[src/rtl/grid_trilinear_sampler_assert.svh]
// Assertion macros used by the sampler controller.
`ifndef GRID_TRILINEAR_SAMPLER_ASSERT_SVH
`define GRID_TRILINEAR_SAMPLER_ASSERT_SVH

// Same-cycle implication, sampled on clk, off while arst_n is low.
`define GTS_ASSERT_IMP(lbl, ant, cons) \
	lbl: assert property (@(posedge clk) disable iff (!arst_n) (ant) |-> (cons)) \
		else $error("same-cycle check failed");

// Next-cycle implication, sampled on clk, off while arst_n is low.
`define GTS_ASSERT_NXT(lbl, ant, cons) \
	lbl: assert property (@(posedge clk) disable iff (!arst_n) (ant) |=> (cons)) \
		else $error("next-cycle check failed");

`endif

[src/rtl/gts_pkg.sv]
// Shared constants, types and helper functions of the grid sampler.
`timescale 1ns / 1ps
package gts_pkg;

	localparam int STORE_DEPTH = 65536;
	localparam int MAX_GHOST   = 64;
	localparam int AW          = $clog2(STORE_DEPTH);
	localparam int IW          = AW + 1;
	localparam int SW          = 2 * IW + 24;
	localparam logic [IW-1:0] IDX_CAP = '1;

	localparam int N_IDX_STEPS = 6;
	localparam int N_CORNERS   = 8;
	localparam int N_LERPS     = 7;

	localparam logic [1:0] CMD_RESTART = 2'd0;
	localparam logic [1:0] CMD_APPEND  = 2'd1;
	localparam logic [1:0] CMD_SAMPLE  = 2'd2;

	localparam logic [2:0] REG_BOX_LOW   = 3'd0;
	localparam logic [2:0] REG_BOX_HIGH  = 3'd1;
	localparam logic [2:0] REG_GHOST     = 3'd2;
	localparam logic [2:0] REG_COMPS     = 3'd3;
	localparam logic [2:0] REG_INV_SPACE = 3'd4;
	localparam logic [2:0] REG_CENTER_X  = 3'd5;
	localparam logic [2:0] REG_CENTER_Y  = 3'd6;
	localparam logic [2:0] REG_CENTER_Z  = 3'd7;

	typedef enum logic [3:0] {
		OP_IDLE, OP_LOAD, OP_SIMPLE, OP_CHECK, OP_GLO, OP_GHI, OP_GFIN,
		OP_AXIS, OP_IDX, OP_READ, OP_LMUL, OP_LADD
	} op_t;

	typedef struct packed {
		op_t        op;
		logic [3:0] sel;
		logic       out_load;
	} dp_cmd_t;

	typedef struct packed {
		logic [1:0] kind;
	} dp_stat_t;

	// Clip a wide nonnegative value to the index range; the cap reads as out of store.
	function automatic logic [IW-1:0] sat_idx(input logic [SW-1:0] v);
		return (v >= SW'(IDX_CAP)) ? IDX_CAP : v[IW-1:0];
	endfunction

	// Lerp k overwrites corner dst with a blend toward corner src.
	function automatic logic [2:0] lerp_dst(input logic [2:0] k);
		logic [2:0] r;
		unique case (k)
			3'd1:    r = 3'd2;
			3'd2:    r = 3'd4;
			3'd3:    r = 3'd6;
			3'd5:    r = 3'd4;
			default: r = 3'd0;
		endcase
		return r;
	endfunction

	function automatic logic [2:0] lerp_src(input logic [2:0] k);
		logic [2:0] r;
		unique case (k)
			3'd0:    r = 3'd1;
			3'd1:    r = 3'd3;
			3'd2:    r = 3'd5;
			3'd3:    r = 3'd7;
			3'd4:    r = 3'd2;
			3'd5:    r = 3'd6;
			default: r = 3'd4;
		endcase
		return r;
	endfunction

	function automatic logic [1:0] lerp_axis(input logic [2:0] k);
		logic [1:0] r;
		unique case (k)
			3'd0, 3'd1, 3'd2, 3'd3: r = 2'd0;
			3'd4, 3'd5:             r = 2'd1;
			default:                r = 2'd2;
		endcase
		return r;
	endfunction

endpackage

[src/rtl/gts_ctrl.sv]
// Sequencing state machine of the grid sampler.
`timescale 1ns / 1ps
`include "grid_trilinear_sampler_assert.svh"
module gts_ctrl import gts_pkg::*; (
	input  logic     clk,
	input  logic     arst_n,
	input  logic     in_valid,
	output logic     in_ready,
	output logic     out_valid,
	input  logic     out_ready,
	input  dp_stat_t stat,
	output dp_cmd_t  cmd
);

	typedef enum logic [3:0] {
		S_IDLE, S_DECODE, S_GLO, S_GHI, S_GFIN, S_AXIS, S_IDX, S_READ,
		S_LMUL, S_LADD, S_DONE
	} state_t;

	state_t     state_q;
	logic [1:0] axis_q;
	logic [3:0] cnt_q;
	logic       out_valid_q;

	assign in_ready  = (state_q == S_IDLE);
	assign out_valid = out_valid_q;

	always_comb begin
		cmd.op       = OP_IDLE;
		cmd.sel      = 4'd0;
		cmd.out_load = 1'b0;
		unique case (state_q)
			S_IDLE:   cmd.op = in_valid ? OP_LOAD : OP_IDLE;
			S_DECODE: cmd.op = (stat.kind == CMD_SAMPLE) ? OP_CHECK : OP_SIMPLE;
			S_GLO: begin
				cmd.op  = OP_GLO;
				cmd.sel = {2'b00, axis_q};
			end
			S_GHI: begin
				cmd.op  = OP_GHI;
				cmd.sel = {2'b00, axis_q};
			end
			S_GFIN: begin
				cmd.op  = OP_GFIN;
				cmd.sel = {2'b00, axis_q};
			end
			S_AXIS: begin
				cmd.op  = OP_AXIS;
				cmd.sel = {2'b00, axis_q};
			end
			S_IDX: begin
				cmd.op  = OP_IDX;
				cmd.sel = cnt_q;
			end
			S_READ: begin
				cmd.op  = OP_READ;
				cmd.sel = cnt_q;
			end
			S_LMUL: begin
				cmd.op  = OP_LMUL;
				cmd.sel = cnt_q;
			end
			S_LADD: begin
				cmd.op  = OP_LADD;
				cmd.sel = cnt_q;
			end
			S_DONE:   cmd.out_load = !out_valid_q || out_ready;
			default:  cmd.op = OP_IDLE;
		endcase
	end

	always_ff @(posedge clk or negedge arst_n) begin
		if (!arst_n) begin
			state_q     <= S_IDLE;
			axis_q      <= 2'd0;
			cnt_q       <= 4'd0;
			out_valid_q <= 1'b0;
		end else begin
			if (cmd.out_load) begin
				out_valid_q <= 1'b1;
			end else if (out_ready) begin
				out_valid_q <= 1'b0;
			end
			unique case (state_q)
				S_IDLE: begin
					if (in_valid) state_q <= S_DECODE;
				end
				S_DECODE: begin
					axis_q  <= 2'd0;
					state_q <= (stat.kind == CMD_SAMPLE) ? S_GLO : S_DONE;
				end
				S_GLO:  state_q <= S_GHI;
				S_GHI:  state_q <= S_GFIN;
				S_GFIN: begin
					if (axis_q == 2'd2) begin
						axis_q  <= 2'd0;
						state_q <= S_AXIS;
					end else begin
						axis_q  <= axis_q + 2'd1;
						state_q <= S_GLO;
					end
				end
				S_AXIS: begin
					cnt_q <= 4'd0;
					if (axis_q == 2'd2) begin
						state_q <= S_IDX;
					end else begin
						axis_q <= axis_q + 2'd1;
					end
				end
				S_IDX: begin
					if (cnt_q == 4'(N_IDX_STEPS - 1)) begin
						cnt_q   <= 4'd0;
						state_q <= S_READ;
					end else begin
						cnt_q <= cnt_q + 4'd1;
					end
				end
				S_READ: begin
					if (cnt_q == 4'(N_CORNERS)) begin
						cnt_q   <= 4'd0;
						state_q <= S_LMUL;
					end else begin
						cnt_q <= cnt_q + 4'd1;
					end
				end
				S_LMUL: state_q <= S_LADD;
				S_LADD: begin
					if (cnt_q == 4'(N_LERPS - 1)) begin
						state_q <= S_DONE;
					end else begin
						cnt_q   <= cnt_q + 4'd1;
						state_q <= S_LMUL;
					end
				end
				S_DONE: begin
					if (cmd.out_load) state_q <= S_IDLE;
				end
				default: state_q <= S_IDLE;
			endcase
		end
	end

	`GTS_ASSERT_NXT(a_accept_decodes, in_valid && in_ready, state_q == S_DECODE)
	`GTS_ASSERT_IMP(a_load_has_room, cmd.out_load, !out_valid_q || out_ready)
	`GTS_ASSERT_IMP(a_read_count, state_q == S_READ, cnt_q <= 4'(N_CORNERS))

endmodule

[config.mk]
export PLATFORM = sky130hd
export DESIGN_NAME = gts_ctrl
export DESIGN_NICKNAME = d
export VERILOG_FILES = /design/src/rtl/gts_pkg.sv /design/src/rtl/gts_ctrl.sv
export VERILOG_INCLUDE_DIRS = /design/src /design/src/rtl
export SDC_FILE = /design/constraint.sdc
export NUM_CORES = 1
export LEC_CHECK = 0
export ABC_CLOCK_PERIOD_IN_PS = 2000
export BUFFER_PORTS_ARGS = -buffer_cell sky130_fd_sc_hd__buf_2
export CELL_PAD_IN_SITES_DETAIL_PLACEMENT = 0
export CELL_PAD_IN_SITES_GLOBAL_PLACEMENT = 2
export CORE_ASPECT_RATIO = 1.2
export CORE_MARGIN = 5
export CORE_UTILIZATION = 34
export CTS_BUF_LIST = sky130_fd_sc_hd__clkbuf_8
export DETAILED_ROUTE_END_ITERATION = 8
export PLACE_DENSITY = 0.88
export SYNTH_ARGS = -nofsm -noshare
export SYNTH_HDL_FRONTEND = slang
export SYNTH_SLANG_ARGS = --single-unit
[constraint.sdc]
create_clock -name clk -period 2 [get_ports clk]
set_clock_uncertainty 0.1 [all_clocks]
set_input_delay 0.3 -clock clk [delete_from_list [all_inputs] [get_ports clk]]
set_output_delay 0.3 -clock clk [all_outputs]
set_load 0.02 [all_outputs]
==> results of run 1 <==
power by group:
group          switching, uW  internal (uW)
Sequential               135            301
Combinational            500            398
Clock                   81.1            135
path summary, 6_finish.rpt:
path	from	end	slack, ps	cells after the start
max	state_q[2]	cmd[2]	100	5
min	out_ready	out_valid	180	2
max reg2reg	cnt_q[0]	cnt_q[2]	230	6
min reg2reg	out_valid	out_valid	470	2
max in group asynchronous	arst_n	state_q[2]	1210	2
min in group asynchronous	arst_n	cnt_q[3]	360	2
cell type report:
| type | instances | area [um^2] | area share, % |
|---|---|---|---|
| sequential | 11 | 279 | 24.9 |
| tap | 33 | 41.3 | 3.68 |
| inverter | 7 | 26.3 | 2.34 |
| timing repair buffer | 23 | 135 | 12.0 |
| clock inverter | 1 | 3.75 | 0.334 |
| clock buffer | 3 | 41.3 | 3.68 |
| multi-input combinational | 81 | 596 | 53.1 |
flip-flops by register name, indices dropped and copies added (netlist names):
signal / count
cnt_q: 4
axis_q: 2
out_valid: 1
state_q: 4
placed cells by master (no fill, tap or decap), types with 4 or more instances in the layout:
master and count:
nand2_1 5, buf_4 6, dfrtp_1 8, a21oi_1 8
buf_2 16, ha_1 7, nand2b_1 4, inv_1 8
nor2_1 6, o21ai_0 7
cell families after synthesis:
| logic type | after synthesis |
|---|---|
| and+or+nand+nor | 39 |
| xor gates and xnor gates | 1 |
| DFF | 11 |
| muxes | 2 |
| AOI/OAI and AO/OA | 32 |
| buffers and inverters | 13 |
| adders and majority gates | 7 |
layer usage:
| metal | track usage [%] | vias to the layer above |
|---|---|---|
| met4 | 3.48 | 0 |
| li1 | - | 424 |
| met5 | 0 | - |
| met3 | 3.06 | 2 |
| met2 | 20.6 | 19 |
| met1 | 15.4 | 400 |
timing repair:
action                                  4_1_cts  5_1_grt
endpoints found under the setup margin        4        6
endpoints found under the hold margin        11        0
cloned                                        0        0
pin swaps                                     0        0
setup buffers                                 0        1
gates resized for setup                       4        2
hold buffers                                  1        0
metrics by stage:
stage	cell area, um^2	total power (uW)
after floorplan	930	1090
after global placement	1050	1310
after detailed placement	1050	1320
after CTS	1110	1560
after global routing	1120	1710
final	1120	1550
==> run metrics, run 1 <==
status=finished clean; vias in the first global route=836; initial DRC count=29; post-synth top area share=between 20% and 30%; RSZ-0062 raised after global routing=no; Vias per Instance=between 5 and 6; crit path max fanout=5; Fillers=around 260; met2 wire len=between 1000 and 1500 um; Lkg Pwr=~0.00050 uW; crit path kind=flip-flop to primary output; Syn Nets=approximately 120; critical path's largest stage delay=~420 ps; post-synthesis simple-gate area fraction=between 20% and 30%; row count=20; largest net degree at the start of global routing=14; CP Data Required Time=between 1500 and 2000 ps; syn_area_per_cell=slightly below 9 um^2; Power Density=~1400 nW/um^2; uppermost layer routed=met4; drt pass-1 iters=4; io pins=17; Final ANT Viol Nets=0; post-synth top area cell=dfrtp_1; CP arrival=~1500 ps; area grow syn2layout=20.7%; Post-synth EDFFs=0; largest family of logic cells by synthesized area=simple AND/OR/NAND/NOR gates; most instantiated library cell after synthesis=dfrtp_1; Mapped Area=930 um^2; flops & latches, synth=11; crit path capture type=primary output; Bufs and invs on worst path=1; Synth Area in Compound Gates=a little under a quarter; post-synthesis adder-cell area fraction=a little under a tenth; Max IR drop VDD=slightly below 0.0008 V; proportion of synthesized area in mux cells=around 2.3%; xor/xnor share of the synthesized area=0.942%; setup TNS=0 ps; Ys Warns=0; drt total wl=roughly 2100 um; post-layout min period=about 1900 ps; htree depth=1; CP Launch Type=flip-flop; total grt overflow=0; Root Driver=clkbuf_8; wire length per cell=between 10 and 15 um; CTS tree=yes; Primary FF master, synth=dfrtp_1; worst min path class=input port to flip-flop; Crit-path slowest cell=dfrtp_2; Fmax=526 MHz; ant diodes=0; Post-route DRC=0; maximum clock path buffer count=2; Num CTS Buffers=3; GPL Wtd Cong=about 0.74; Synth Instances=105; Max Cap Violations=0; Initial Util=between 30 and 40%; Port Buffer Count=16; Post-synth top cells=dfrtp_1, a21oi_1, ha_1, inv_1, o21ai_0; first-pass GRT wire length=~3800 um; Setup WS post-layout=roughly 100 ps; max_slew headroom=76.0%; fraction of synthesis flops using an asynchronous set or reset pin=100%; DR vias=roughly 850; All-Layer GR Usage=between 10% and 20%; die area=3880 um^2; Fin Hold WS=about 180 ps; dpl hpwl=1640 um; Final setup viols=0; placed cell count=approximately 150; final hold viol count=0; synth unique cells=42; worst slew pin tran=approximately 350 ps; M1 wire length=just under 1000 um; net count reported at finish=between 100 and 150; dpl ws=roughly 200 ps; fin. max-slew vios=0; sequential share of the synthesized area=slightly below 30%; Die W=between 50 and 60 um; Area contributors post-synth=dfrtp_1, ha_1, a21oi_1; Non-Filler Instances=between 150 and 200; Finished Core Util=about 44%; worst path cell trace=and2b_2 > nand2_2 > o21ai_2 > a22o_1 > buf_2; metal3 WL=between 90 and 100 um; share of layout cells above drive strength 1=between 20% and 30%; Core Area=2580 um^2; Final period util=95.0%; initial antenna violation count=0; clk_lat worst skew=between 200 and 250 ps; die span in y=a little under 70 um; family with the most delay on the worst path=flip-flops; Clock transition at path regs=~50 ps; TritonCTS Sinks=11
Note: power is estimated with default switching activity, not from simulation.
==> inputs of run 2 (changes only) <==
--- a/config.mk
+++ b/config.mk
@@ -13,9 +13,10 @@
 export CORE_ASPECT_RATIO = 1.2
 export CORE_MARGIN = 5
 export CORE_UTILIZATION = 34
-export CTS_BUF_LIST = sky130_fd_sc_hd__clkbuf_8
+export CTS_BUF_LIST = sky130_fd_sc_hd__clkbuf_2
 export DETAILED_ROUTE_END_ITERATION = 8
 export PLACE_DENSITY = 0.88
+export SETUP_SLACK_MARGIN = 0.3
 export SYNTH_ARGS = -nofsm -noshare
 export SYNTH_HDL_FRONTEND = slang
 export SYNTH_SLANG_ARGS = --single-unit
==> run metrics, run 2 (synthesis results as in run 1) <==
net switching power=933 uW; total grt overflow=0; worst slew pin tran=about 360 ps; crit path capture type=primary output; fin. max-slew vios=0; commonest non-fill, non-tap cell in the layout=buf_4; RSZ-0062 raised after global routing=yes; Power Density=1370 nW/um^2; area grow syn2layout=65.5%; Final setup viols=0; Sw Share=~44%; combinational power share=between 70% and 80%; commonest non-fill, non-tap cells in the layout=buf_4, buf_6, a21oi_1, o21ai_0, dfrtp_1; Max IR drop VDD=between 0.0008 and 0.0009 V; clock share of power=under 10%; setup TNS=0 ps; Fin Hold WS=127 ps; Post-route DRC=0; final hold viol count=0; CTS tree=yes; internal power=roughly 1200 uW; crit path kind=flip-flop to primary output; TritonCTS Sinks=11; Clock transition at path regs=between 100 and 150 ps; initial antenna violation count=0; placed inst area=around 1100 um^2; All-Layer GR Usage=around 15%; Top Registers=cnt_q (4), state_q (4), axis_q (2); clk_lat worst skew=about 280 ps; vias in the first global route=919; drt total wl=between 2000 and 3000 um; crit path max fanout=6; die area=about 4000 um^2; net count reported at finish=between 150 and 200; Sequential Power Share=a little under 20%; max_slew headroom=between 70% and 80%; post-layout min period=approximately 1900 ps; row count=20; DR vias=slightly below 1k; largest net degree at the start of global routing=12; Port Buffer Count=16; placed cell count=about 160; Core Area=roughly 2600 um^2; Lkg Pwr=around 0.00068 uW; io pins=17; Worst R2R End=cnt_q[3]; hold path startpoint=out_ready; maximum clock path buffer count=2; ant diodes=0; CP Data Required Time=~1600 ps; flop2flop setup slack=~290 ps; CP arrival=1520 ps; Hold Path Sink=out_valid; htree depth=1; Root Driver=clkbuf_2; worst min path class=input port to flip-flop; first-pass GRT wire length=approximately 4400 um; Fmax=521 MHz; wire length per cell=about 16 um; Final period util=between 90% and 100%; GPL Wtd Cong=between 0.7 and 0.8; post-route cell area=approximately 1500 um^2; Non-Filler Instances=183; Num CTS Buffers=3; Reg-to-Reg Start=state_q[3]; share of layout cells above drive strength 1=a little over half; Hold Crit Depth=2; status=finished clean; Die W=between 50 and 60 um; drt pass-1 iters=4; die span in y=67.3 um; initial DRC count=24; FF-to-FF path depth=7; Final ANT Viol Nets=0; CP Launch Type=flip-flop; Vias per Instance=around 5.4; Initial Util=between 30% and 40%; Max Cap Violations=0; dpl hpwl=about 1700 um
==> run 2: cell type report <==
class | instances | area (um^2)
well taps | 33 | 41.3
clock buffers | 4 | 20.0
inverters | 7 | 26.3
repair buffers | 47 | 437
multi-input cells | 81 | 734
fillers | 223 | 1040
flip-flops and latches | 11 | 280
==> run 2: power groups by stage <==
stage	Sequential [uW]	Clock (uW)	Combinational (uW)
floorplan	363	0	782
global placement	433	0	957
detailed placement	433	0	968
CTS	402	138	1380
global route	430	155	1670
finish	417	139	1550
==> run 2: worst max path at each step <==
stage / startpoint / cells past startpoint / slack (ps) / endpoint
floorplan: state_q[2] / 4 / 310 / cmd[1]
global placement: state_q[0] / 4 / 230 / cnt_q[3]
detailed placement: state_q[0] / 4 / 230 / cnt_q[2]
CTS: state_q[2] / 6 / 140 / cmd[5]
global route: state_q[2] / 6 / 30 / cmd[5]
finish: state_q[2] / 5 / 80 / cmd[1]
==> run 2: per-layer routing <==
metal,share of wire (%),vias to the layer above,global-route usage (%)
li1,-,475,-
met1,40,478,17.4
met2,54,24,25.1
met3,3.9,7,2.49
met4,2.4,0,7.25
met5,0,-,0
==> run 2: what timing repair did <==
action	CTS	global route
buffers inserted	15	8
endpoints found under the setup margin	14	16
cloned	0	0
hold endpoints to repair	11	0
pin swaps	9	6
gates resized for setup	30	23
hold buffers	1	0
==> run 2: through the flow <==
step | power, uW | utilization, % | worst slack [ps]
6_report | 2110 | 59.7 | 80.6
5_1_grt | 2260 | 59.7 | 32.8
4_1_cts | 1920 | 54.0 | 136
3_5_place_dp | 1400 | 42.6 | 234
3_3_place_gp | 1390 | 42.6 | 235
2_1_floorplan | 1140 | - | 306
==> run 2: worst max-delay path, stage by stage, from the launching register on <==
cell and delay [ps]:
dfrtp_2 470, and2b_2 250, nand2_4 80, o21ai_4 70, a22o_1 230, buf_6 130
==> inputs of run 3 (changes only) <==
--- a/config.mk
+++ b/config.mk
@@ -6,16 +6,16 @@
 export SDC_FILE = /design/constraint.sdc
 export NUM_CORES = 1
 export LEC_CHECK = 0
-export ABC_CLOCK_PERIOD_IN_PS = 2000
+export ABC_CLOCK_PERIOD_IN_PS = 1700
 export BUFFER_PORTS_ARGS = -buffer_cell sky130_fd_sc_hd__buf_2
 export CELL_PAD_IN_SITES_DETAIL_PLACEMENT = 0
 export CELL_PAD_IN_SITES_GLOBAL_PLACEMENT = 2
 export CORE_ASPECT_RATIO = 1.2
 export CORE_MARGIN = 5
-export CORE_UTILIZATION = 34
+export CORE_UTILIZATION = 31
 export CTS_BUF_LIST = sky130_fd_sc_hd__clkbuf_2
 export DETAILED_ROUTE_END_ITERATION = 8
-export PLACE_DENSITY = 0.88
+export PLACE_DENSITY = 0.84
 export SETUP_SLACK_MARGIN = 0.3
 export SYNTH_ARGS = -nofsm -noshare
 export SYNTH_HDL_FRONTEND = slang
==> constraint.sdc (replaced) <==
create_clock -name clk -period 1.7 [get_ports clk]
set_clock_uncertainty 0.1 [all_clocks]
set_input_delay 0.255 -clock clk [delete_from_list [all_inputs] [get_ports clk]]
set_output_delay 0.255 -clock clk [all_outputs]
set_load 0.02 [all_outputs]
==> run metrics, run 3 (synthesis results as in run 1) <==
die area=around 4200 um^2; Hold Crit Depth=2; drt pass-1 iters=4; critical path's largest stage delay=430 ps; die span in y=approximately 70 um; max_slew headroom=between 70% and 80%; Finished Core Util=a little over three fifths; io pins=17; CTS tree=yes; post-layout min period=1860 ps; wire length per cell=between 15 and 20 um; Reg-to-Reg Start=state_q[1]; CP arrival=around 1500 ps; Initial Util=between 30% and 40%; Top Registers=cnt_q (4), state_q (4), axis_q (2); clk_lat worst skew=280 ps; Final setup viols=14; Core Area=~2800 um^2; Final ANT Viol Nets=0; flop2flop setup slack=-100 ps; ant diodes=0; initial antenna violation count=0; commonest non-fill, non-tap cell in the layout=buf_4; Port Buffer Count=16; Num CTS Buffers=3; Max IR drop VDD=roughly 0.0013 V; net count reported at finish=around 180; Power Density=between 1500 and 2000 nW/um^2; Worst R2R End=cnt_q[2]; first-pass GRT wire length=5020 um; share of layout cells above drive strength 1=between 60% and 70%; crit path capture type=primary output; RSZ-0062 raised after global routing=yes; FF-to-FF path depth=7; failing checks=setup timing; dpl hpwl=between 1500 and 2000 um; crit path from=state_q[3]; setup TNS=-1220 ps; worst slew pin tran=between 300 and 400 ps; Setup WS post-layout=-157 ps; Clock transition at path regs=around 130 ps; Final period util=109%; fin. max-slew vios=0; htree depth=1; post-route cell area=approximately 1800 um^2; status=finished, violations left; Fmax=roughly 540 MHz; worst path cell trace=and2b_2 > nand2_4 > o21ai_4 > a22o_4 > buf_6; DR vias=approximately 1.1k; final hold viol count=0; Lkg Pwr=0.000758 uW; TritonCTS Sinks=11; Vias per Instance=5.46; hold path startpoint=out_ready; commonest non-fill, non-tap cells in the layout=buf_4, buf_6, dfrtp_1, buf_2; Post-route DRC=0; vias in the first global route=about 1.1k; Fin Hold WS=slightly above 100 ps; Worst Setup EP=cmd[2]; Max Cap Violations=0; initial DRC count=37; placed inst area=between 1000 and 1500 um^2; crit path max fanout=5; All-Layer GR Usage=between 10% and 20%; row count=21; GPL Wtd Cong=roughly 0.8; worst min path class=input port to flip-flop; drt total wl=between 3000 and 4000 um; area grow syn2layout=92.3%; crit path kind=flip-flop to primary output; CP Launch Type=flip-flop; CP Data Required Time=about 1300 ps; maximum clock path buffer count=2; Root Driver=clkbuf_2; total grt overflow=0; Die W=~60 um; largest net degree at the start of global routing=12; Crit-path slowest cell=dfrtp_2
==> run 3: cell types whose count changed in the layout (fill, tap and decap cells not counted), moves of 3 or more <==
cell | previous run | this run
o21ai_0 | 7 | 4
ha_4 | 0 | 3
buf_4 | 20 | 26
buf_6 | 17 | 20
a21oi_1 | 7 | 4
a21oi_2 | 1 | 4
==> run 3: worst min path at each step <==
stage,end
final,out_valid
after global routing,out_valid
after CTS,out_valid
after detailed placement,state_q[0]
after global placement,state_q[0]
after floorplan,axis_q[0]
==> run 3: area by class of cell <==
class                   instances  area (um^2)
repair buffers                 58          551
flip-flops and latches         11          282
multi-input cells              81          865
clock buffers                   4         20.0
inverters                       7         28.8
well taps                      34         42.5
fillers                       237         1050
==> run 3: routing by layer <==
layer,wire length [um],GRT usage [%],vias up
met5,0,0,-
met4,84,5.42,0
met3,97,3.87,10
met2,1640,24.0,28
met1,1360,19.9,524
li1,-,-,502
==> run 3: stage by stage <==
step	total power, uW	std cells	worst slack [ps]
after CTS	2670	188	-148
after detailed placement	1890	165	48.8
after floorplan	1470	105	130
after global routing	3140	195	-227
after global placement	1870	165	47.6
final	2950	195	-157
==> run 3: critical path: cells and delay by family, from the launching register on <==
family	cells	cell delay, ps
flops	1	430
simple gates	2	330
compound gates	2	330
buf+inv	1	120
==> run 3: timing repair <==
item / CTS / global route
hold endpoints to repair: 11 / 0
setup endpoints to repair: 20 / 20
hold buffers: 1 / 0
pin swaps: 17 / 12
buffers inserted: 18 / 7
gates resized for setup: 57 / 17
==> run 3: power by group <==
group	switching (uW)	internal [uW]	total [uW]
logic	1020	1250	2280
clock network	97.9	62.4	160
registers	157	356	513
